### src/sv/sqt_pkg.sv
// ----------------------------------------------------------------------------
// sqt_pkg
// shared types, token kind codes and keyword tables for the query tokenizer
// ----------------------------------------------------------------------------
package sqt_pkg;

    localparam int KEYWORD_COUNT_DEF      = 18;
    localparam int MAX_KEYWORD_LENGTH_DEF = 7;
    localparam int MAX_RESULTS            = 3;
    localparam int QUEUE_DEPTH            = 4;

    localparam logic [3:0] KIND_END        = 4'd0;
    localparam logic [3:0] KIND_NUMBER     = 4'd1;
    localparam logic [3:0] KIND_KEYWORD    = 4'd2;
    localparam logic [3:0] KIND_IDENT      = 4'd3;
    localparam logic [3:0] KIND_STRING_END = 4'd4;
    localparam logic [3:0] KIND_DELIM      = 4'd5;
    localparam logic [3:0] KIND_WORD_CHAR  = 4'd6;
    localparam logic [3:0] KIND_STR_CHAR   = 4'd7;
    localparam logic [3:0] KIND_OVERFLOW   = 4'd8;

    localparam logic [7:0]  CHAR_QUOTE      = 8'h27;
    localparam logic [7:0]  CHAR_UNDERSCORE = 8'h5f;
    localparam logic [31:0] OVF_MARK        = 32'h8000_0000;

    typedef struct packed {
        logic [7:0] text_byte;
        logic       end_of_text;
    } sqt_in_t;

    typedef struct packed {
        logic [3:0]  token_kind;
        logic [30:0] token_value;
        logic        last_of_run;
    } sqt_out_t;

    typedef struct packed {
        logic [1:0]                       count;
        sqt_out_t [MAX_RESULTS-1:0]       res;
    } bundle_t;

    function automatic sqt_out_t make_res(input logic [3:0] kind, input logic [30:0] val);
        sqt_out_t r;
        r.token_kind  = kind;
        r.token_value = val;
        r.last_of_run = 1'b0;
        return r;
    endfunction

    function automatic logic is_digit(input logic [7:0] b);
        return (b inside {[8'h30:8'h39]});
    endfunction

    function automatic logic is_alpha(input logic [7:0] b);
        return (b inside {[8'h61:8'h7a], [8'h41:8'h5a]});
    endfunction

    function automatic logic is_space(input logic [7:0] b);
        return (b inside {8'd32, [8'd9:8'd13]});
    endfunction

    function automatic logic [7:0] lower(input logic [7:0] b);
        return (b inside {[8'h41:8'h5a]}) ? b + 8'd32 : b;
    endfunction

    // keyword text, right aligned
    function automatic logic [55:0] kw_word(input logic [4:0] k);
        case (k)
            5'd0:    return 56'("select");
            5'd1:    return 56'("from");
            5'd2:    return 56'("where");
            5'd3:    return 56'("and");
            5'd4:    return 56'("insert");
            5'd5:    return 56'("into");
            5'd6:    return 56'("values");
            5'd7:    return 56'("delete");
            5'd8:    return 56'("update");
            5'd9:    return 56'("set");
            5'd10:   return 56'("create");
            5'd11:   return 56'("table");
            5'd12:   return 56'("int");
            5'd13:   return 56'("varchar");
            5'd14:   return 56'("view");
            5'd15:   return 56'("as");
            5'd16:   return 56'("index");
            5'd17:   return 56'("on");
            default: return 56'd0;
        endcase
    endfunction

    function automatic logic [3:0] kw_len(input logic [4:0] k);
        case (k)
            5'd0, 5'd4, 5'd6, 5'd7, 5'd8, 5'd10: return 4'd6;
            5'd1, 5'd5, 5'd14:                   return 4'd4;
            5'd2, 5'd11, 5'd16:                  return 4'd5;
            5'd3, 5'd9, 5'd12:                   return 4'd3;
            5'd13:                               return 4'd7;
            5'd15, 5'd17:                        return 4'd2;
            default:                             return 4'd0;
        endcase
    endfunction

    // character p of keyword k, valid for p below its length
    function automatic logic [7:0] kw_char(input logic [4:0] k, input logic [3:0] p);
        logic [3:0]  d;
        logic [5:0]  sh;
        logic [55:0] t;
        d  = kw_len(k) - 4'd1 - p;
        sh = {d[2:0], 3'b000};
        t  = kw_word(k) >> sh;
        return t[7:0];
    endfunction

endpackage

### src/sv/sqt_front.sv
// ----------------------------------------------------------------------------
// sqt_front
// lexer front: byte classification, token state and per-byte result bundle
// ----------------------------------------------------------------------------
module sqt_front
    import sqt_pkg::*;
#(
    parameter int KEYWORD_COUNT      = KEYWORD_COUNT_DEF,
    parameter int MAX_KEYWORD_LENGTH = MAX_KEYWORD_LENGTH_DEF
)
(
    input  logic    clk,
    input  logic    rst_n,
    input  sqt_in_t item,
    input  logic    accept,
    output bundle_t bundle,
    output logic    bundle_valid
);

    typedef enum logic [3:0] {
        MODE_IDLE   = 4'b0001,
        MODE_NUMBER = 4'b0010,
        MODE_WORD   = 4'b0100,
        MODE_STRING = 4'b1000
    } mode_t;

    localparam logic [KEYWORD_COUNT-1:0] ALL_CAND = '1;

    mode_t                    mode_reg, mode_next, mode_mid;
    logic [31:0]              acc_reg, acc_next, acc_mid;
    logic [KEYWORD_COUNT-1:0] cand_reg, cand_next, cand_mid;
    logic [3:0]               pos_reg, pos_next, pos_mid;

    logic [7:0] b, c;
    logic       fin, digit, wchar, quote, space;
    logic       cont_num, cont_word, in_string, do_start, num_step, word_step;
    logic [3:0] slot_v;
    sqt_out_t   slot [4];
    logic [1:0] n;

    function automatic logic [KEYWORD_COUNT-1:0] narrow(
        input logic [KEYWORD_COUNT-1:0] cand,
        input logic [3:0]               p,
        input logic [7:0]               ch
    );
        logic [KEYWORD_COUNT-1:0] r;
        r = cand;
        for (int k = 0; k < KEYWORD_COUNT; k++) begin
            if (!(p < 4'(MAX_KEYWORD_LENGTH) && p < kw_len(5'(k)) && kw_char(5'(k), p) == ch))
            begin
                r[k] = 1'b0;
            end
        end
        return r;
    endfunction

    function automatic sqt_out_t close_word(
        input logic [KEYWORD_COUNT-1:0] cand,
        input logic [3:0]               p
    );
        sqt_out_t r;
        logic     hit;
        r   = make_res(KIND_IDENT, 31'd0);
        hit = 1'b0;
        for (int k = 0; k < KEYWORD_COUNT; k++) begin
            if (!hit && cand[k] && kw_len(5'(k)) == p && p <= 4'(MAX_KEYWORD_LENGTH))
            begin
                hit = 1'b1;
                r   = make_res(KIND_KEYWORD, 31'(k));
            end
        end
        return r;
    endfunction

    function automatic sqt_out_t close_number(input logic [31:0] acc);
        return acc[31] ? make_res(KIND_OVERFLOW, 31'd0) : make_res(KIND_NUMBER, acc[30:0]);
    endfunction

    function automatic logic [31:0] add_digit(input logic [31:0] acc, input logic [7:0] ch);
        logic [34:0] base, v;
        base = {4'b0000, acc[30:0]};
        v    = (base << 3) + (base << 1) + 35'(ch[3:0]);
        if (acc[31])
        begin
            return acc;
        end
        return (v[34:31] != 4'd0) ? OVF_MARK : {1'b0, v[30:0]};
    endfunction

    always_comb
    begin
        b     = item.text_byte;
        fin   = item.end_of_text;
        c     = lower(b);
        digit = is_digit(b);
        wchar = is_alpha(b) || (b == CHAR_UNDERSCORE);
        quote = (b == CHAR_QUOTE);
        space = is_space(b);

        cont_num  = (mode_reg == MODE_NUMBER) && digit;
        cont_word = (mode_reg == MODE_WORD) && (wchar || digit);
        in_string = (mode_reg == MODE_STRING);
        do_start  = !cont_num && !cont_word && !in_string;
        num_step  = cont_num || (do_start && digit);
        word_step = cont_word || (do_start && wchar);

        slot_v = 4'b0000;
        for (int i = 0; i < 4; i++) begin
            slot[i] = make_res(KIND_END, 31'd0);
        end

        // token closed by this byte
        case (mode_reg)
            MODE_NUMBER:
            begin
                if (!digit)
                begin
                    slot_v[0] = 1'b1;
                    slot[0]   = close_number(acc_reg);
                end
            end
            MODE_WORD:
            begin
                if (!(wchar || digit))
                begin
                    slot_v[0] = 1'b1;
                    slot[0]   = close_word(cand_reg, pos_reg);
                end
            end
            default:
            begin
            end
        endcase

        if (in_string)
        begin
            mode_mid = quote ? MODE_IDLE : MODE_STRING;
        end
        else if (cont_num || (do_start && digit))
        begin
            mode_mid = MODE_NUMBER;
        end
        else if (word_step)
        begin
            mode_mid = MODE_WORD;
        end
        else if (quote)
        begin
            mode_mid = MODE_STRING;
        end
        else
        begin
            mode_mid = MODE_IDLE;
        end

        // result of this byte itself
        if (word_step)
        begin
            slot_v[1] = 1'b1;
            slot[1]   = make_res(KIND_WORD_CHAR, 31'(c));
        end
        else if (in_string)
        begin
            slot_v[1] = 1'b1;
            slot[1]   = quote ? make_res(KIND_STRING_END, 31'd0)
                              : make_res(KIND_STR_CHAR, 31'(b));
        end
        else if (do_start && !space && !digit && !quote)
        begin
            slot_v[1] = 1'b1;
            slot[1]   = make_res(KIND_DELIM, 31'(b));
        end

        acc_mid  = num_step ? add_digit(cont_num ? acc_reg : 32'd0, b) : acc_reg;
        cand_mid = word_step ? narrow(cont_word ? cand_reg : ALL_CAND,
                                      cont_word ? pos_reg : 4'd0, c) : cand_reg;
        if (word_step)
        begin
            pos_mid = cont_word ? ((pos_reg < 4'd15) ? pos_reg + 4'd1 : 4'd15) : 4'd1;
        end
        else
        begin
            pos_mid = pos_reg;
        end

        // flush at end of text
        if (fin)
        begin
            case (mode_mid)
                MODE_NUMBER:
                begin
                    slot_v[2] = 1'b1;
                    slot[2]   = close_number(acc_mid);
                end
                MODE_WORD:
                begin
                    slot_v[2] = 1'b1;
                    slot[2]   = close_word(cand_mid, pos_mid);
                end
                MODE_STRING:
                begin
                    slot_v[2] = 1'b1;
                    slot[2]   = make_res(KIND_STRING_END, 31'd0);
                end
                default:
                begin
                end
            endcase
            slot_v[3] = 1'b1;
        end

        // pack the first three results
        bundle = '0;
        n      = 2'd0;
        for (int i = 0; i < 4; i++) begin
            if (slot_v[i] && n != 2'd3)
            begin
                bundle.res[n] = slot[i];
                n             = n + 2'd1;
            end
        end
        if (n != 2'd0)
        begin
            bundle.res[n - 2'd1].last_of_run = 1'b1;
        end
        bundle.count = n;
        bundle_valid = (n != 2'd0);

        mode_next = fin ? MODE_IDLE : mode_mid;
        acc_next  = fin ? 32'd0 : acc_mid;
        cand_next = fin ? ALL_CAND : cand_mid;
        pos_next  = fin ? 4'd0 : pos_mid;
    end

    always_ff @(posedge clk or negedge rst_n)
    begin
        if (!rst_n)
        begin
            mode_reg <= MODE_IDLE;
            acc_reg  <= 32'd0;
            cand_reg <= ALL_CAND;
            pos_reg  <= 4'd0;
        end
        else if (accept)
        begin
            mode_reg <= mode_next;
            acc_reg  <= acc_next;
            cand_reg <= cand_next;
            pos_reg  <= pos_next;
        end
    end

endmodule

### src/sv/sqt_queue.sv
// ----------------------------------------------------------------------------
// sqt_queue
// short queue of result bundles between lexer front and output stage
// ----------------------------------------------------------------------------
module sqt_queue
    import sqt_pkg::*;
(
    input  logic    clk,
    input  logic    rst_n,
    input  logic    wr_en,
    input  bundle_t wr_data,
    output logic    full,
    input  logic    rd_en,
    output bundle_t rd_data,
    output logic    rd_valid
);

    localparam int PTR_W = $clog2(QUEUE_DEPTH);
    localparam int CNT_W = $clog2(QUEUE_DEPTH + 1);

    bundle_t            mem_reg [QUEUE_DEPTH];
    logic [PTR_W-1:0]   wr_ptr_reg, wr_ptr_next;
    logic [PTR_W-1:0]   rd_ptr_reg, rd_ptr_next;
    logic [CNT_W-1:0]   count_reg, count_next;
    logic               do_wr, do_rd;

    assign full     = (count_reg == CNT_W'(QUEUE_DEPTH));
    assign rd_valid = (count_reg != '0);
    assign rd_data  = mem_reg[rd_ptr_reg];
    assign do_wr    = wr_en && !full;
    assign do_rd    = rd_en && rd_valid;

    always_comb
    begin
        wr_ptr_next = do_wr ? wr_ptr_reg + PTR_W'(1) : wr_ptr_reg;
        rd_ptr_next = do_rd ? rd_ptr_reg + PTR_W'(1) : rd_ptr_reg;
        count_next  = count_reg + CNT_W'(do_wr) - CNT_W'(do_rd);
    end

    always_ff @(posedge clk)
    begin
        if (do_wr)
        begin
            mem_reg[wr_ptr_reg] <= wr_data;
        end
    end

    always_ff @(posedge clk or negedge rst_n)
    begin
        if (!rst_n)
        begin
            wr_ptr_reg <= '0;
            rd_ptr_reg <= '0;
            count_reg  <= '0;
        end
        else
        begin
            wr_ptr_reg <= wr_ptr_next;
            rd_ptr_reg <= rd_ptr_next;
            count_reg  <= count_next;
        end
    end

endmodule

### src/sv/sqt_back.sv
// ----------------------------------------------------------------------------
// sqt_back
// output stage: while the output register is free or popped, unpacks each bundle into single results, one per cycle
// ----------------------------------------------------------------------------
module sqt_back
    import sqt_pkg::*;
(
    input  logic     clk,
    input  logic     rst_n,
    input  bundle_t  bundle,
    input  logic     bundle_valid,
    output logic     bundle_pop,
    output sqt_out_t result,
    output logic     empty,
    input  logic     pop
);

    logic [1:0] idx_reg, idx_next;
    sqt_out_t   out_reg;
    logic       out_valid_reg, out_valid_next;
    logic       load;

    assign load       = bundle_valid && (!out_valid_reg || pop);
    assign bundle_pop = load && (idx_reg == bundle.count - 2'd1);
    assign result     = out_reg;
    assign empty      = !out_valid_reg;

    always_comb
    begin
        if (bundle_pop)
        begin
            idx_next = 2'd0;
        end
        else if (load)
        begin
            idx_next = idx_reg + 2'd1;
        end
        else
        begin
            idx_next = idx_reg;
        end
        out_valid_next = load || (out_valid_reg && !pop);
    end

    always_ff @(posedge clk)
    begin
        if (load)
        begin
            out_reg <= bundle.res[idx_reg];
        end
    end

    always_ff @(posedge clk or negedge rst_n)
    begin
        if (!rst_n)
        begin
            idx_reg       <= 2'd0;
            out_valid_reg <= 1'b0;
        end
        else
        begin
            idx_reg       <= idx_next;
            out_valid_reg <= out_valid_next;
        end
    end

endmodule

### src/sv/sql_query_tokenizer.sv
// ----------------------------------------------------------------------------
// sql_query_tokenizer
// streaming lexer for query text, one byte per request
// ----------------------------------------------------------------------------
// Accepts one text byte per clock while full is low. A byte that yields one
// result or none passes at one byte per cycle while pop keeps up; a byte that
// yields several results (at most three) holds the output for each in turn,
// since the output stage hands out one result per cycle while pop is high. A
// four-entry bundle queue between lexer front and output stage absorbs such
// bursts. A result is stored in the bundle queue, then in the output register.
// ----------------------------------------------------------------------------
module sql_query_tokenizer
    import sqt_pkg::*;
#(
    parameter int KEYWORD_COUNT      = KEYWORD_COUNT_DEF,
    parameter int MAX_KEYWORD_LENGTH = MAX_KEYWORD_LENGTH_DEF
)
(
    input  logic     clk,
    input  logic     rst_n,
    input  sqt_in_t  item,
    input  logic     push,
    output logic     full,
    output sqt_out_t result,
    output logic     empty,
    input  logic     pop
);

    logic    accept;
    bundle_t front_bundle, q_bundle;
    logic    front_valid, q_valid, q_pop;

    assign accept = push && !full;

    sqt_front #(
        .KEYWORD_COUNT      (KEYWORD_COUNT),
        .MAX_KEYWORD_LENGTH (MAX_KEYWORD_LENGTH)
    ) u_front (
        .clk          (clk),
        .rst_n        (rst_n),
        .item         (item),
        .accept       (accept),
        .bundle       (front_bundle),
        .bundle_valid (front_valid)
    );

    sqt_queue u_queue (
        .clk      (clk),
        .rst_n    (rst_n),
        .wr_en    (accept && front_valid),
        .wr_data  (front_bundle),
        .full     (full),
        .rd_en    (q_pop),
        .rd_data  (q_bundle),
        .rd_valid (q_valid)
    );

    sqt_back u_back (
        .clk          (clk),
        .rst_n        (rst_n),
        .bundle       (q_bundle),
        .bundle_valid (q_valid),
        .bundle_pop   (q_pop),
        .result       (result),
        .empty        (empty),
        .pop          (pop)
    );

endmodule
### config.mk
export PLATFORM = sky130hd
export DESIGN_NAME = sql_query_tokenizer
export DESIGN_NICKNAME = d
export VERILOG_FILES = /design/src/sv/sqt_pkg.sv /design/src/sv/sqt_front.sv /design/src/sv/sqt_queue.sv /design/src/sv/sqt_back.sv /design/src/sv/sql_query_tokenizer.sv
export SDC_FILE = /design/constraint.sdc
export NUM_CORES = 1
export LEC_CHECK = 0
export BUFFER_PORTS_ARGS = -buffer_cell sky130_fd_sc_hd__buf_2
export CORE_ASPECT_RATIO = 2
export CORE_UTILIZATION = 40
export CTS_CLUSTER_DIAMETER = 150
export DETAILED_ROUTE_END_ITERATION = 10
export GPL_ROUTABILITY_DRIVEN = 1
export PLACE_DENSITY = 0.63
export SYNTH_ARGS = -nofsm -noshare
export SYNTH_HDL_FRONTEND = slang
export SYNTH_HIERARCHICAL = 1
export SYNTH_SLANG_ARGS = --single-unit
export TNS_END_PERCENT = 5
### constraint.sdc
create_clock -name clk -period 20.7 [get_ports clk]
set_clock_uncertainty 0.15 [all_clocks]
set_input_delay 4.14 -clock clk [delete_from_list [all_inputs] [get_ports clk]]
set_output_delay 4.14 -clock clk [all_outputs]
set_load 0.005 [all_outputs]
After elaboration in Yosys (flattened, before gate mapping) --
Memory sizes are Yosys's and may differ from the RTL's. Cells that the tools add are included.
Storage, ports and cells: flip-flop bits (word level) 104, memories kept 1, output and inout port bits 38, memory bits (writable) 440, ROM bits 0, bits in latches 0, input port bits 13
Cells by class: div/mod/pow operators 0, shift operators 18, multiplexer cells 247, multiply operators 0, equality and inequality tests 44, $lt $le $gt $ge 26, add/subtract/negate cells 20, bitwise logic cells 2, reduce and logical (&&, ||, !) cells 212
Memories:
- u_queue.mem_reg | depth 4, width 110, read ports 1, clocked after memory_dff 0, write ports 1, line sqt_queue.sv:21 | bundle_t mem_reg [QUEUE_DEPTH];
Operator list (number):
- 33-bit 2-to-1 mux | 36
- 108-bit 2-to-1 mux | 4
- 36-bit 2-to-1 mux | 11
- 108-bit bitwise mux | 3
- 36-bit demux with 2-bit select | 4
- 47-bit by 6-bit >> shifter with 8-bit output, first input constant | 6
- 32-bit 2-to-1 mux | 6
- 1-bit logical AND | 156
- 8-bit == test | 18
- 4-bit 2-to-1 mux | 35
- 1-bit 2-to-1 mux | 131
- 39-bit by 6-bit >> shifter with 8-bit output, first input constant | 3
- 108-bit AND | 1
- 108-bit NOT | 1
- 36-bit one-hot mux with 3 select lines | 1
- 31-bit by 6-bit >> shifter with 8-bit output, first input constant | 3
- 36-bit binary-select mux with 2-bit select | 1
- 36-bit one-hot mux with 2 select lines | 1
- 23-bit by 6-bit >> shifter with 8-bit output, first input constant | 3
- 34-bit 2-to-1 mux | 2
- 55-bit by 6-bit >> shifter with 8-bit output, first input constant | 1
- 18-bit 2-to-1 mux | 3
- 4-bit == test | 12
- 1-bit zero test | 43
- other kinds (45) | 84

Longest topological paths before layout --
Gate-level depths: netlist of run 1.
depth in word-level cells 148, gate-level depth with buffers 27, depth with buffers taken out 25

Hierarchy --
The synthesis of run 1 kept the hierarchy.
By module, submodules not included:
- sqt_queue | cells each 615, area each 16368.2 um^2, instances 1
- sqt_front | cells each 1425, area each 10272.4 um^2, instances 1
- sqt_back | cells each 180, area each 2043.2 um^2, instances 1
- sql_query_tokenizer | cells each 2, area each 15.0 um^2, instances 1

Worst setup path before layout of run 1 --
OpenSTA, ideal clock, no wires.
path type input-to-reg, start point input item[3] (netlist bit), end point memory u_queue/mem_reg[0][0] (netlist bit) (enable), buffers on the path 4, path slack 9.374 ns, stages 20, arrival 10.694 ns, cell sequence buf_2 buf_2 buf_2 buf_1 xnor2_1 o311ai_0 a21oi_1 nor3_1 inv_1 ha_1 a21boi_0 nand2_1 o21ai_0 inv_1 ha_1 nor2_1 mux2_2 nand2_1 and3b_1 and3b_1
On the way: word-level cells in the longest chain between the ends 28
RTL lines:
- start, declared | line sql_query_tokenizer.sv:21 | input sqt_in_t item,
- 8-bit by 7-bit greater-or-equal comparator with 1-bit output or 8-bit by 7-bit <= comparator with 1-bit output (tied branches) | line sqt_pkg.sv:55 | return (b inside {[8'h61:8'h7a], [8'h41:8'h5a]});
- 1-bit logical AND | line sqt_pkg.sv:55
- 2-bit nonzero test | line sqt_pkg.sv:55
- 1-bit logical OR | line sqt_front.sv:96 | wchar = is_alpha(b) || (b == CHAR_UNDERSCORE);
- 1-bit logical OR | line sqt_front.sv:101, sqt_front.sv:124
- 1-bit logical AND | line sqt_front.sv:101 | cont_word = (mode_reg == MODE_WORD) && (wchar || digit);
- 1-bit zero test | line sqt_front.sv:103 | do_start = !cont_num && !cont_word && !in_string;
- 1-bit logical AND (2 in a row) | line sqt_front.sv:103
- [11 not listed]
- parallel branches: the longest is 2 deep, another holds 2-bit by 1-bit adder with 2-bit output
- 2-bit 2-to-1 mux (*) | line sqt_front.sv:216 | if (slot_v[i] && n != 2'd3)
- 2-bit nonzero test (*) | line sqt_front.sv:227 | bundle_valid = (n != 2'd0);
- net front_valid | line sql_query_tokenizer.sv:31 | logic front_valid, q_valid, q_pop;
- 1-bit logical AND (*) | line sql_query_tokenizer.sv:50 | .wr_en (accept && front_valid),
- 1-bit logical AND (*) | line sqt_queue.sv:30 | assign do_wr = wr_en && !full;
- 1-bit 2-to-1 mux (*) | line sqt_queue.sv:42 | if (do_wr)
- 1-bit 2-to-1 mux (implied by the code) (*) | line sqt_queue.sv:44 | mem_reg[wr_ptr_reg] <= wr_data;
- end, declared | line sqt_queue.sv:21
Mark *: on every way through the listed nets, which the timed path passes.

Final worst setup path of run 1 --
start point input item[6] (netlist bit), end point memory u_queue/mem_reg[2][59] (netlist bit) (enable)
Same word-level chain as after synthesis.

==> out/summary.txt, run 1 <==
Status - finished, final reports clean
Xor/xnor cell area share of the yosys netlist - 0.0198
Final HPWL DP - 58.7 mm
Slew @ Worst Pin - 1270 ps
CTS Hold Bufs - 0
Fin util - 0.441
Lkg Pwr - 11.0 nW
Core box area - 70800 um^2
Global routing met3 resource utilization - 0.0247
Clock Power Share - 0.254
Minimum clock period - 11670 ps
Post-route ant nets - 0
Hold slack - 376 ps
Layout cell share with drive strength beyond 1 - 0.155
CTS Buffer Depth - 3
Mapped Nets - 2333
Synth area leader - edfxtp_1
Final Cycle Share - 0.564
Critical Path Fanout Max - 63
Simple-Gate Fraction of Synth Area - 0.106
Comb power frac - 0.281
Mux share of post-synthesis cell area - 0.103
Top cell type's share of synthesized area - 0.498
Startpoint types - primary input
CTS tree - yes
Drt drc - 0
GP Congestion - 0.987
Power Dens Cells - 107 nW/um^2
Seq/Total Area, Yosys - 0.558
Cell count after synthesis - 2222
CTS clk-pin slew, worst paths - 70 ps
Largest family of logic cells by synthesized area - compound AO/OA/AOI/OAI gates
Die width - 191 um
Clk Tree Root Cell - clkbuf_16
Grt met1 use - 0.251
Vias in the first global route - 20084
Seq cells post-synth - 544
# port buffers - 50
Sequential group share of total power - 0.465
Final nets - 2340
Slew Limit Fails - 0
Worst vdd ir - 0.0000665 V
First-pass GRT wire length - 127 mm
Asr flop ratio synth - 0.125
Die ar. - 72900 um^2
Skew-Pair Late Insertion Delay - 580 ps
Ant. Diodes - 0
Yosys cell types - 104
CTS sink cnt - 544
Largest net degree at the start of global routing - 66
Setup violations, final - 0
Slew HR - 0.131
Via count - 19584
DIE HEIGHT - 381 um
Compound-Gate Fraction of Synth Area - 0.136
Most common cell in the synthesized netlist - edfxtp_1
GR peak layer - met2
Final Hold Vio Count - 0
RSZ-0062 raised after global routing - no
Critical path class - in2reg
Num rows - 138
Synth Cell Area - 28700 um^2
GRT overflow - 0
Vias per cell - 6.17
Critical Path Sink Type - flip-flop
Drt wl/cell - 26.8 um
Number of buffers created by CTS - 45
Yosys synthesis warning count - 6
Initial antenna violation count - 0
Worst hold path type - reg2reg
Max-cap violations - 0
GRT Total Usage - 0.234
Max reg flops - 440
1st-iter DRT viols - 1592
H-tree depth - 2
Post_cts resized - 0
Met2 Track Usage GR - 0.420
Area share of fa/ha/maj cells after synthesis - 0.0435
Post-CTS setup buffers - 0
Pint - 2.27 mW
Sw Pwr - 1.05 mW
Fmax - 85.7 MHz
Sw frac - 0.317
R2R setup slack - 13500 ps
Sequential cell area - 16000 um^2
Pre-Repair DR Iteration Count - 5
Final WL - 85.0 mm
Most instantiated cells after synthesis - edfxtp_1 (476), nand2_1 (181), nor2_1 (152)
Total I/O pin count - 51
CP Data Required Time - 20750 ps
Avg Cell Area, Syn - 12.9 um^2
Initial core utilization - 0.405
Layout filler cell count - 6477
Crit path DAT - 11720 ps
Area occupied by multi-input gates - 11800 um^2
Setup TNS Final - 0 ps
Synth top area cells - edfxtp_1 (50%), mux4_2 (8.6%), dfrtp_1 (4.3%)
Area Overhead vs Synth - 8.69%
Ys flop type - edfxtp_1
EDFF count, synth - 476
## stage by stage
stage | instance area [um^2] | worst slack [ps] | cells | power [mW]
after CTS | 31200 | 9160 | 3173 | 3.36
after floorplan | 28700 | 9370 | 2222 | 2.22
final | 31200 | 9030 | 3173 | 3.32
after detailed placement | 29800 | 8580 | 3092 | 2.52
after global routing | 31200 | 8590 | 3173 | 3.47
after global placement | 29800 | 8900 | 3092 | 2.50
## worst max-delay path: stages
cell and delay, ps:
buf_2 410, inv_1 190, ha_1 270, and3_1 190
and2_1 210, o21ai_2 160, buf_4 330, a31oi_1 260
nor3_1 610, inv_1 200, ha_1 390, a21boi_0 330
nand2_1 360, o21ai_0 310, inv_1 140, ha_1 210
nor2_1 300, mux2_2 450, nand2_1 80, and3b_1 320
and3b_4 840, buf_4 850
## area by class of cell
| type | count | share of cell area |
|---|---|---|
| sequential | 544 | 0.514 |
| timing repair buffer | 96 | 0.0192 |
| multi-input combinational | 1488 | 0.378 |
| clock inverter | 21 | 0.00594 |
| inverter | 54 | 0.00650 |
| tap | 910 | 0.0365 |
| clock buffer | 60 | 0.0399 |
## power groups by stage
stage	clock network (mW)	registers, mW	logic (mW)
6_report	0.843	1.55	0.935
3_3_place_gp	0	1.56	0.941
4_1_cts	0.861	1.55	0.951
5_1_grt	0.895	1.57	1.01
3_5_place_dp	0	1.57	0.949
2_1_floorplan	0	1.52	0.704
## logic make-up after synthesis
logic type / after synthesis
adders and majority gates: 98
DFF: 544
muxes: 158
and+or+nand+nor: 611
AOI/OAI and AO/OA: 556
xor gates and xnor gates: 65
buffers and inverters: 190
## final timing paths
check / depth (start not counted) / startpoint / endpoint
max: 22 / item[6] / u_queue/mem_reg[2][59]
min: 2 / u_front/cand_reg[16] / u_front/cand_reg[16]
max reg2reg: 17 / u_front/mode_reg[0] / u_queue/mem_reg[2][59]
min reg2reg: 2 / u_front/cand_reg[16] / u_front/cand_reg[16]
max in group asynchronous: 2 / rst_n / u_front/acc_reg[14]
min in group asynchronous: 1 / rst_n / u_queue/rd_ptr_reg[1]
## per-layer routing
metal  vias to the layer above  wire, um
met3                       269      3560
li1                       8660         -
met4                         0      7120
met2                       722     44800
met1                      9933     29600
met5                         -         0
## cell usage in the layout (no fill, tap or decap), types with 16 or more instances in the layout
cell         n
o21ai_1     19
mux4_2     110
dfrtp_1     46
mux2i_1     44
a22oi_1     25
and2_1      45
nand2b_1    31
nor2b_1     22
o21ai_0    112
a31oi_1     24
a21oi_1    110
ha_1        95
edfxtp_1   476
xor2_1      22
dfstp_2     19
a211oi_1    16
clkbuf_16   46
inv_1       49
nand3_1     45
a21o_1      18
o2bb2ai_1   22
xnor2_1     43
buf_4       47
nor3_1      32
nand2_1    181
buf_2       49
nor2_1     152
or3_1       16
Note: power is estimated with default switching activity, not from simulation.
==> run 2: changes to the inputs <==
--- a/config.mk
+++ b/config.mk
@@ -11,7 +11,7 @@
 export CTS_CLUSTER_DIAMETER = 150
 export DETAILED_ROUTE_END_ITERATION = 10
 export GPL_ROUTABILITY_DRIVEN = 1
-export PLACE_DENSITY = 0.63
+export PLACE_DENSITY = 0.65
 export SYNTH_ARGS = -nofsm -noshare
 export SYNTH_HDL_FRONTEND = slang
 export SYNTH_HIERARCHICAL = 1
==> constraint.sdc (replaced) <==
create_clock -name clk -period 10.45 [get_ports clk]
set_clock_uncertainty 0.15 [all_clocks]
set_input_delay 2.09 -clock clk [delete_from_list [all_inputs] [get_ports clk]]
set_output_delay 2.09 -clock clk [all_outputs]
set_load 0.005 [all_outputs]
==> out/summary.txt, run 2 (same netlist as run 1, synthesis figures left out) <==
Status - finished, final reports clean (unchanged)
CTS sink cnt - 544 (unchanged)
Worst R2R Path Depth - 16 (was 17)
Critical Path Fanout Max - 31 (was 63)
Reg-to-Reg End - u_queue/mem_reg[3][40] (was u_queue/mem_reg[2][59])
Drt wl/cell - 26.7 um (was 26.8 um)
Worst hold path type - reg2reg (unchanged)
Worst vdd ir - 0.000333 V (was 0.0000665 V)
Core box area - 70800 um^2 (unchanged)
Clock Power Share - 0.245 (was 0.254)
Die ar. - 72900 um^2 (unchanged)
Via count - 19662 (was 19584)
Commonest non-fill, non-tap cells in the layout - edfxtp_1 (476), nand2_1 (181), nor2_1 (152) (unchanged)
Final nets - 2349 (was 2340)
Area Overhead vs Synth - 9.06% (was 8.69%)
Num rows - 138 (unchanged)
Fmax - 116 MHz
Final Cycle Share - 0.825
Power Dens Cells - 208 nW/um^2 (was 107 nW/um^2)
Hold endpoint - u_front/acc_reg[23] (was u_front/cand_reg[16])
GRT Total Usage - 0.237 (was 0.234)
Minimum clock period - 8620 ps
Final Hold Vio Count - 0 (unchanged)
Post_cts resized - 0 (unchanged)
Total I/O pin count - 51 (unchanged)
Startpoint types - primary input (unchanged)
Critical Path Sink Type - flip-flop (unchanged)
Lkg Pwr - 11.1 nW (was 11.0 nW)
Drt drc - 0 (unchanged)
First-pass GRT wire length - 129 mm (was 127 mm)
Initial core utilization - 0.405 (unchanged)
H-tree depth - 2 (unchanged)
DIE HEIGHT - 381 um (unchanged)
Initial antenna violation count - 2 (was 0)
Slew @ Worst Pin - 1330 ps (was 1270 ps)
Clk Tree Root Cell - clkbuf_16 (unchanged)
CTS clk-pin slew, worst paths - 80 ps (was 70 ps)
CTS Hold Bufs - 0 (unchanged)
CTS Buffer Depth - 3 (unchanged)
CTS tree - yes (unchanged)
Post-CTS setup buffers - 0 (unchanged)
Max-cap violations - 0 (unchanged)
1st-iter DRT viols - 1490 (was 1592)
Critical path class - in2reg (unchanged)
GP Congestion - 1.01 (was 0.987)
Final HPWL DP - 58.7 mm (about the same)
Setup violations, final - 0 (unchanged)
Number of buffers created by CTS - 44 (was 45)
Post-route ant nets - 0 (unchanged)
R2R setup slack - 3600 ps (was 13500 ps)
Hold Crit Depth - 2 (unchanged)
Crit path DAT - 8790 ps (was 11720 ps)
Max reg flops - 440 (unchanged)
Sequential group share of total power - 0.470 (was 0.465)
CP Data Required Time - 10620 ps (was 20750 ps)
Pre-Repair DR Iteration Count - 6 (was 5)
Setup TNS Final - 0 ps (unchanged)
# port buffers - 50 (unchanged)
Die width - 191 um (unchanged)
Reg2reg start - u_front/mode_reg[1] (was u_front/mode_reg[0])
Vias per cell - 6.18 (was 6.17)
Skew-Pair Late Insertion Delay - 580 ps (about the same)
GRT overflow - 0 (unchanged)
Comb power frac - 0.285 (was 0.281)
Sw frac - 0.318 (was 0.317)
Sw Pwr - 2.07 mW (was 1.05 mW)
Slew HR - 0.110 (was 0.131)
Worst Hold Launch - u_front/acc_reg[23] (was u_front/cand_reg[16])
Slew Limit Fails - 0 (unchanged)
Final WL - 85.0 mm (about the same)
Vias in the first global route - 20473 (was 20084)
RSZ-0062 raised after global routing - no (unchanged)
Largest net degree at the start of global routing - 58 (was 66)
Layout cell share with drive strength beyond 1 - 0.158 (was 0.155)
Most common cell after layout, fill and taps aside - edfxtp_1 (unchanged)
Fin util - 0.442 (was 0.441)
Pint - 4.45 mW (was 2.27 mW)
-- run 2: per-layer routing --
metal  share of wire  track usage  routed length [um]  up-vias
li1                -            -                   -     8683
met1            0.35        0.255               29600     9965
met2            0.53        0.429               45200      736
met3           0.045       0.0287                3830      278
met4           0.075        0.158                6390        0
met5               0            0                   0        -
-- run 2: worst max-delay path, stage by stage --
cell	delay (ps)
buf_2	570
nor4b_4	400
nand2_1	230
a21oi_4	720
o31ai_2	120
buf_4	190
inv_1	130
ha_1	700
a21oi_1	140
a311o_1	350
a2111oi_0	930
o211ai_1	200
a21oi_1	850
a21boi_1	210
a211oi_1	390
a211oi_1	90
o31ai_1	460
-- run 2: cell type report --
type / instances / area [um^2]
inverters: 54 / 203
diodes: 1 / 2.50
clock buffers: 56 / 1170
clock inverters: 21 / 190
multi-input cells: 1488 / 11800
flip-flops and latches: 544 / 16000
fillers: 6377 / 39500
repair buffers: 106 / 786
well taps: 910 / 1140
-- run 2: worst max-delay path by stage --
stage | startpoint | to | slack (ps) | depth (start not counted)
2_1_floorplan | item[3] | u_queue/mem_reg[0][0] | 1170 | 20
3_3_place_gp | item[5] | u_queue/mem_reg[0][32] | 1680 | 19
3_5_place_dp | item[5] | u_queue/mem_reg[1][40] | 1580 | 22
4_1_cts | item[5] | u_queue/mem_reg[2][40] | 2180 | 22
5_1_grt | item[5] | u_queue/mem_reg[2][40] | 1450 | 17
6_report | item[5] | u_queue/mem_reg[3][40] | 1830 | 17
-- run 2: metrics by stage --
stage               setup slack (ps)  cells  cell area (um^2)  total power, mW  hold slack, ps
floorplan                       1170   2222             28700             4.40             313
global placement                1680   3102             29900             4.96             348
detailed placement              1580   3102             29900             4.99             346
CTS                             2180   3179             31300             6.59             362
global route                    1450   3179             31300             6.81             396
finish                          1830   3180             31300             6.52             356
-- run 2: power groups by stage --
stage	registers [mW]	logic (mW)	clock network, mW
after floorplan	3.00	1.39	0
after detailed placement	3.11	1.89	0
final	3.06	1.86	1.60
after global routing	3.10	2.01	1.70
after global placement	3.09	1.87	0
after CTS	3.06	1.89	1.64
==> run 3: changes to the inputs <==
--- a/config.mk
+++ b/config.mk
@@ -11,7 +11,7 @@
 export CTS_CLUSTER_DIAMETER = 150
 export DETAILED_ROUTE_END_ITERATION = 10
 export GPL_ROUTABILITY_DRIVEN = 1
-export PLACE_DENSITY = 0.65
+export PLACE_DENSITY = 0.63
 export SYNTH_ARGS = -nofsm -noshare
 export SYNTH_HDL_FRONTEND = slang
 export SYNTH_HIERARCHICAL = 1
==> constraint.sdc (replaced) <==
create_clock -name clk -period 8.3 [get_ports clk]
set_clock_uncertainty 0.15 [all_clocks]
set_input_delay 1.66 -clock clk [delete_from_list [all_inputs] [get_ports clk]]
set_output_delay 1.66 -clock clk [all_outputs]
set_load 0.005 [all_outputs]
==> out/summary.txt, run 3 (same netlist as run 1, synthesis figures left out) <==
Final Cycle Share - 0.887
Skew-Pair Late Insertion Delay - 590 ps (was 580 ps)
Setup violations, final - 0 (unchanged)
Startpoint types - primary input (unchanged)
Slew @ Worst Pin - 1100 ps (was 1330 ps)
Vias per cell - 6.10 (was 6.18)
CTS sink cnt - 544 (unchanged)
Hold Crit Depth - 2 (unchanged)
Via count - 19803 (was 19662)
Setup TNS Final - 0 ps (unchanged)
Post_cts resized - 0 (unchanged)
Slowest-stage cell, CP - a2111oi_0 (unchanged)
Slew HR - 0.264 (was 0.110)
Crit-path cells - buf_2, nor4bb_1, nand2_1, nor2_1, buf_4, and2_1, ha_1, ha_1, inv_1, fa_1, nor2b_1, o21a_1, o21ai_1, a2111oi_0, and4b_1, nor2_1, a31oi_1, mux2_2, or3_1, or3_1, a21oi_1 (was buf_2, nor4b_4, nand2_1, a21oi_4, o31ai_2, buf_4, inv_1, ha_1, a21oi_1, a311o_1, a2111oi_0, o211ai_1, a21oi_1, a21boi_1, a211oi_1, a211oi_1, o31ai_1)
Worst vdd ir - 0.000432 V (was 0.000333 V)
Fmax - 136 MHz
CP Data Required Time - 8460 ps (was 10620 ps)
Post-CTS setup buffers - 0 (unchanged)
RSZ-0062 raised after global routing - no (unchanged)
Vias in the first global route - 20852 (was 20473)
Crit path DAT - 7520 ps (was 8790 ps)
Initial antenna violation count - 1 (was 2)
R2R setup slack - 1850 ps (was 3600 ps)
Reg2reg start - u_front/mode_reg[1] (unchanged)
Hold endpoint - u_front/cand_reg[0] (was u_front/acc_reg[23])
Total I/O pin count - 51 (unchanged)
GRT overflow - 0 (unchanged)
Final HPWL DP - 64.1 mm (was 58.7 mm)
Dpl ws - 436 ps (was 1580 ps)
CTS Hold Bufs - 0 (unchanged)
Number of buffers created by CTS - 44 (unchanged)
Ant. Diodes - 0 (was 1)
CTS tree - yes (unchanged)
Worst path max stage delay - 600 ps (was 930 ps)
Worst R2R Path Depth - 19 (was 16)
Num rows - 138 (unchanged)
H-tree depth - 2 (unchanged)
CTS Buffer Depth - 3 (unchanged)
Max-cap violations - 0 (unchanged)
Core box area - 70800 um^2 (unchanged)
Bufs and invs on worst path - 3 (unchanged)
Reg-to-Reg End - u_queue/mem_reg[2][5] (was u_queue/mem_reg[3][40])
# port buffers - 50 (unchanged)
Pre-Repair DR Iteration Count - 5 (was 6)
1st-iter DRT viols - 1433 (was 1490)
Lkg Pwr - 11.4 nW (was 11.1 nW)
Commonest non-fill, non-tap cells in the layout - edfxtp_1 (476), nand2_1 (181), nor2_1 (152) (unchanged)
Worst hold path type - reg2reg (unchanged)
Layout cell share with drive strength beyond 1 - 0.183 (was 0.158)
Total Power - 8.51 mW (was 6.52 mW)
Fin util - 0.451 (was 0.442)
DIE HEIGHT - 381 um (unchanged)
Worst Hold Launch - u_front/cand_reg[0] (was u_front/acc_reg[23])
GRT Total Usage - 0.248 (was 0.237)
Minimum clock period - 7360 ps
Clk Tree Root Cell - clkbuf_16 (unchanged)
Critical Path Sink Type - flip-flop (unchanged)
Post-route ant nets - 0 (unchanged)
Final Hold Vio Count - 0 (unchanged)
Final WL - 89.2 mm (was 85.0 mm)
Setup ws final - 937 ps (was 1830 ps)
Die width - 191 um (unchanged)
Final nets - 2413 (was 2349)
Largest net degree at the start of global routing - 57 (was 58)
Drt drc - 0 (unchanged)
Placed Instance Area - 30400 um^2 (was 29900 um^2)
Die ar. - 72900 um^2 (unchanged)
Drt wl/cell - 27.5 um (was 26.7 um)
Area Overhead vs Synth - 11.2% (was 9.06%)
Design area - 31900 um^2 (was 31300 um^2)
Initial core utilization - 0.405 (unchanged)
CTS clk-pin slew, worst paths - 70 ps (was 80 ps)
Critical Path Fanout Max - 23 (was 31)
Status - finished, final reports clean (unchanged)
Most common cell after layout, fill and taps aside - edfxtp_1 (unchanged)
Top delay family on crit path - simple AND/OR/NAND/NOR gates (was compound AO/OA/AOI/OAI gates)
Power Dens Cells - 266 nW/um^2 (was 208 nW/um^2)
Max reg flops - 440 (unchanged)
GP Congestion - 0.980 (was 1.01)
First-pass GRT wire length - 132 mm (was 129 mm)
Slew Limit Fails - 0 (unchanged)
Critical path class - in2reg (unchanged)
==> run 3: tightest hold or removal path: stages (launching register included) <==
cell and delay (ps):
dfstp_2 390, nor2_1 100, a21oi_1 50
==> run 3: final cells by class <==
| type | instances | area, um^2 |
|---|---|---|
| Tap cell | 910 | 1140 |
| Timing Repair Buffer | 170 | 1250 |
| Inverter | 54 | 203 |
| Sequential cell | 544 | 16000 |
| Multi-Input combinational cell | 1488 | 11800 |
| Clock inverter | 24 | 304 |
| Clock buffer | 57 | 1210 |
| Fill cell | 6428 | 38900 |
==> run 3: worst max path at each step <==
stage / from / depth (start not counted) / slack, ps / end
6_report: item[7] / 21 / 940 / u_queue/mem_reg[3][24]
2_1_floorplan: item[3] / 20 / -550 / u_queue/mem_reg[1][0]
3_3_place_gp: item[6] / 22 / 550 / u_queue/mem_reg[2][5]
3_5_place_dp: item[7] / 21 / 440 / u_queue/mem_reg[2][24]
4_1_cts: item[7] / 21 / 1020 / u_queue/mem_reg[3][24]
5_1_grt: item[6] / 23 / 570 / u_queue/mem_reg[3][40]
==> run 3: per-stage QoR <==
step,hold slack (ps),instances
floorplan,313,2222
global placement,359,3166
detailed placement,363,3166
CTS,385,3247
global route,411,3247
finish,386,3247
==> run 3: report_power, final <==
part | internal [mW] | switching [mW]
Clock | 1.23 | 0.988
Combinational | 1.04 | 1.35
Sequential | 3.56 | 0.329
Total | 5.84 | 2.67
==> run 3: layer usage <==
layer,track usage,routed length [um],up-vias
met5,0,0,-
met4,0.199,7900,0
met3,0.0279,3290,316
met2,0.460,48700,665
met1,0.244,29300,10017
li1,-,-,8805
